===== config.mk =====
export PLATFORM = sky130hd
export DESIGN_NAME = dmch_queue
export DESIGN_NICKNAME = d
export VERILOG_FILES = /design/src/dmch_queue.sv
export SDC_FILE = /design/constraint.sdc
export NUM_CORES = 1
export LEC_CHECK = 0
export BUFFER_PORTS_ARGS = -buffer_cell sky130_fd_sc_hd__buf_2
export CELL_PAD_IN_SITES_DETAIL_PLACEMENT = 0
export CELL_PAD_IN_SITES_GLOBAL_PLACEMENT = 1
export CORE_MARGIN = 4
export CORE_UTILIZATION = 40
export CTS_CLUSTER_SIZE = 16
export DETAILED_ROUTE_END_ITERATION = 12
export PLACE_DENSITY = 0.72
export SYNTH_ARGS = -nofsm -noshare
export SYNTH_HDL_FRONTEND = slang
export SYNTH_SLANG_ARGS = --single-unit

===== constraint.sdc =====
create_clock -name aclk -period 2.05 [get_ports aclk]
set_clock_uncertainty 0.15 [all_clocks]
set_input_delay 0.5125 -clock aclk [delete_from_list [all_inputs] [get_ports aclk]]
set_output_delay 0.5125 -clock aclk [all_outputs]
set_load 0.1 [all_outputs]

===== src/dmch_queue.sv =====
module dmch_queue #(
    parameter int unsigned WIDTH = 8,
    parameter int unsigned DEPTH = 2
) (
    input  logic             aclk,
    input  logic             aresetn,
    input  logic             push,
    input  logic [WIDTH-1:0] din,
    output logic             full,
    input  logic             pop,
    output logic [WIDTH-1:0] dout,
    output logic             empty
);

    localparam int unsigned PTR_W = (DEPTH > 1) ? $clog2(DEPTH) : 1;
    localparam int unsigned CNT_W = $clog2(DEPTH + 1);

    logic [WIDTH-1:0] slot_reg [DEPTH];
    logic [PTR_W-1:0] wptr_reg, wptr_next;
    logic [PTR_W-1:0] rptr_reg, rptr_next;
    logic [CNT_W-1:0] cnt_reg, cnt_next;
    logic             do_push, do_pop;

    assign full    = (cnt_reg == CNT_W'(DEPTH));
    assign empty   = (cnt_reg == '0);
    assign do_push = push && !full;
    assign do_pop  = pop && !empty;
    assign dout    = slot_reg[rptr_reg];

    always_comb begin
        wptr_next = wptr_reg;
        rptr_next = rptr_reg;
        cnt_next  = cnt_reg;
        if (do_push) begin
            wptr_next = (wptr_reg == PTR_W'(DEPTH - 1)) ? '0 : wptr_reg + 1'b1;
        end
        if (do_pop) begin
            rptr_next = (rptr_reg == PTR_W'(DEPTH - 1)) ? '0 : rptr_reg + 1'b1;
        end
        if (do_push && !do_pop) begin
            cnt_next = cnt_reg + 1'b1;
        end else if (do_pop && !do_push) begin
            cnt_next = cnt_reg - 1'b1;
        end
    end

    always_ff @(posedge aclk) begin
        if (!aresetn) begin
            wptr_reg <= '0;
            rptr_reg <= '0;
            cnt_reg  <= '0;
        end else begin
            wptr_reg <= wptr_next;
            rptr_reg <= rptr_next;
            cnt_reg  <= cnt_next;
        end
    end

    always_ff @(posedge aclk) begin
        if (do_push) begin
            slot_reg[wptr_reg] <= din;
        end
    end

endmodule


==> summary.txt <==
Detailed routing
  • DRT antenna net count: 0
  • Final WL: around 1300 um
  • Initial DRC count: 7
  • Final routed DRC violation total: 0
  • Mean routed wirelength per cell: around 13 um
  • Vias per cell: ~4.5
  • First-pass DRT Iterations: 2
  • DR vias: between 400 and 500

Global routing
  • Initial antenna violation count: 0
  • Vias in the first global route: around 490
  • Gr usage total: 10.51%
  • First-pass GRT wire length: about 2000 um
  • Largest net degree at the start of global routing: 12
  • Gr ovfl total: 0

Worst setup path
  • Delay-heaviest family, CP: flip-flops
  • Reg2Reg Depth: 6
  • Crit path largest cell delay: 0.42 ns
  • Critical path class: flop to output port
  • Crit-path slowest cell: dfxtp_4
  • Arr. time, crit path: approximately 1.3 ns
  • Worst Path Buf+Inv: 1
  • Stages on the worst setup path: 2
  • Crit path cell chain: mux2_2, buf_4
  • CP required: about 1.4 ns
  • Crit path capture type: output port
  • Max FO, Critical Path: 8
  • Startpoint Class: flop

Timing
  • Final Cycle Share: 96.03%
  • Rel. slew slack: approximately two thirds
  • Setup TNS Final: 0 ns
  • Endpoints failing hold: 0
  • Minimum clock period: ~2 ns
  • Max Transition Viols Final: 0
  • Final setup vio count: 0
  • RSZ-0062 raised after global routing: false
  • Slew @ Worst Pin: ~0.48 ns
  • Fmax: 508.0 MHz

Synthesis
  • Yosys top cell area share: 59.35%
  • Simple-gate share of the synthesized area: approximately 6.8%
  • Synth unique cells: 20
  • Seq/Total Area, Yosys: between 70 and 80%
  • Mux contribution to synthesized area: between 10% and 20%
  • XOR/XNOR Fraction of Synth Area: between 3 and 4%
  • YS warnings: 0
  • FFs w/ async S/R, synth: 0%
  • Flops & latches, synth: 21
  • Synth Area in Compound Gates: around 4.0%
  • Most used DFF post-synth: edfxtp_1
  • Gate Count Post-Synth: 50
  • Commonest cells in the netlist: edfxtp_1, mux2_2, dfxtp_1, and2_1
  • Area contributors post-synth: edfxtp_1, dfxtp_1, mux2_2
  • Synth Cell Area: just over 800 um^2
  • Main combinational cell family by area after synthesis: multiplexers
  • Top-count cell post-synth: edfxtp_1
  • Post-Synth Adder-Cell Area: approximately 1.5%
  • Post-synth EDFFs: 16
  • Syn avg cell area: about 16 um^2
  • Net count after synthesis: 63
  • Top cell type by total area after synthesis: edfxtp_1

Clock network
  • H-Tree Level Count: 1
  • CTS Buf Count: 3
  • CTS tree: yes
  • Clk buf depth: 2
  • CTS Hold Bufs: 0
  • Clock transition at the registers of the reported paths: about 0.11 ns
  • Setup bufs post-CTS: 0
  • CTS sink count: 21
  • Latest clock arrival within the worst-skew pair: approximately 0.29 ns
  • CTS Root Cell: clkbuf_4

Final layout
  • Final net count: between 80 and 90
  • Area growth syn-to-layout: 24.27%
  • Number of flip-flops under the largest register name: 16
  • Filler cells: ~180
  • Layout cells sized above 1: 49.33%
  • Register area: 584.3 um^2
  • Multi-input gate area: ~220 um^2
  • ANT cells: 0

Die
  • Initial core utilization: around two fifths
  • Boundary Pins: 22
  • CORE AREA: just under 2000 um^2
  • Chip height: 52.99 um
  • Die area: ~2800 um^2
  • Die W: between 50 and 60 um
  • Row count: 16

Run status
  • Run status: finished clean

Hold path
  • Hold Crit Class: input pin to flop
  • Hold Path Cell Cnt: 1

Placement
  • Post-DP HPWL: 901.8 um
  • Gp weighted congestion: about 0.65
  • Input/output buffers: 21

Flow run
  • MaxCap Viol Count: 0
cells by family (layout without fill, tap and decap cells):
logic type	Yosys count	count (layout)
adders and majority gates	1	1
and+or+nand+nor	9	9
buffers and inverters	3	28
muxes	8	8
AOI/OAI and AO/OA	5	5
xor gates and xnor gates	3	3
DFF	21	21
worst register-to-register path, cell delays in order (launching register included):
cell and delay (ns):
dfxtp_1 0.45, nand2b_1 0.18, inv_2 0.06, nor2_1 0.09, ha_1 0.26, or3_1 0.35
a21boi_1 0.14
routing by layer:
| layer | share of wire (%) | wire (um) | up-vias | global-route usage [%] |
|---|---|---|---|---|
| li1 | - | - | 234 | - |
| met1 | 41 | 537 | 218 | 10.39 |
| met2 | 52 | 688 | 10 | 18.80 |
| met3 | 6.6 | 86 | 0 | 4.225 |
| met4 | 0 | 0 | 0 | 5.106 |
| met5 | 0 | 0 | - | 0 |
stage by stage:
| stage | hold slack, ns | util (%) | worst slack [ns] | cell area, um^2 | std cells |
|---|---|---|---|---|---|
| 2_1_floorplan | 0.3439 | - | 0.08397 | 812.0 | 50 |
| 3_3_place_gp | 0.3739 | 49.10 | 0.1963 | 953.4 | 98 |
| 3_5_place_dp | 0.3715 | 49.10 | 0.1989 | 953.4 | 98 |
| 4_1_cts | 0.2461 | 51.68 | 0.03199 | 1003 | 102 |
| 5_1_grt | 0.2273 | 51.80 | 0.02168 | 1006 | 102 |
| 6_report | 0.2489 | 51.80 | 0.08132 | 1006 | 102 |
timing repair:
item                       CTS  global route
gates resized for setup     10             1
setup endpoints to repair    9             8
pin swaps                    0             0
worst paths after layout:
check | start | end | slack, ns
setup / recovery | flop | dout[7] | 0.08
hold / removal | din[0] | slot_reg[0][0] | 0.25
setup reg to reg | cnt_reg[0] | cnt_reg[1] | 0.30
hold reg to reg | cnt_reg[1] | cnt_reg[1] | 0.40
placed cells by master (no fill, tap or decap):
master    count
o21ai_0       1
dfxtp_1       4
inv_1         1
buf_4        10
nand2b_1      1
nor2_1        1
dfxtp_4       1
inv_2         1
a21boi_0      1
o21ai_1       1
buf_2        12
mux2_2        8
ha_1          1
and2_1        3
or3_1         1
and3_1        1
clkbuf_1      1
edfxtp_1     16
xnor2_1       2
a21boi_1      1
o21a_1        1
nor2_2        1
clkbuf_4      3
xor2_1        1
nor3_2        1
area by class of cell:
| cell class | count | area share [%] |
|---|---|---|
| clock buffer | 4 | 2.612 |
| inverter | 2 | 0.7463 |
| multi-input combinational | 26 | 21.77 |
| sequential | 21 | 58.08 |
| tap | 27 | 3.358 |
| timing repair buffer | 22 | 13.43 |
Power is left out: the tool's default activity adds up to more than one toggle a clock period on the data nets, which glitch-free logic cannot reach.
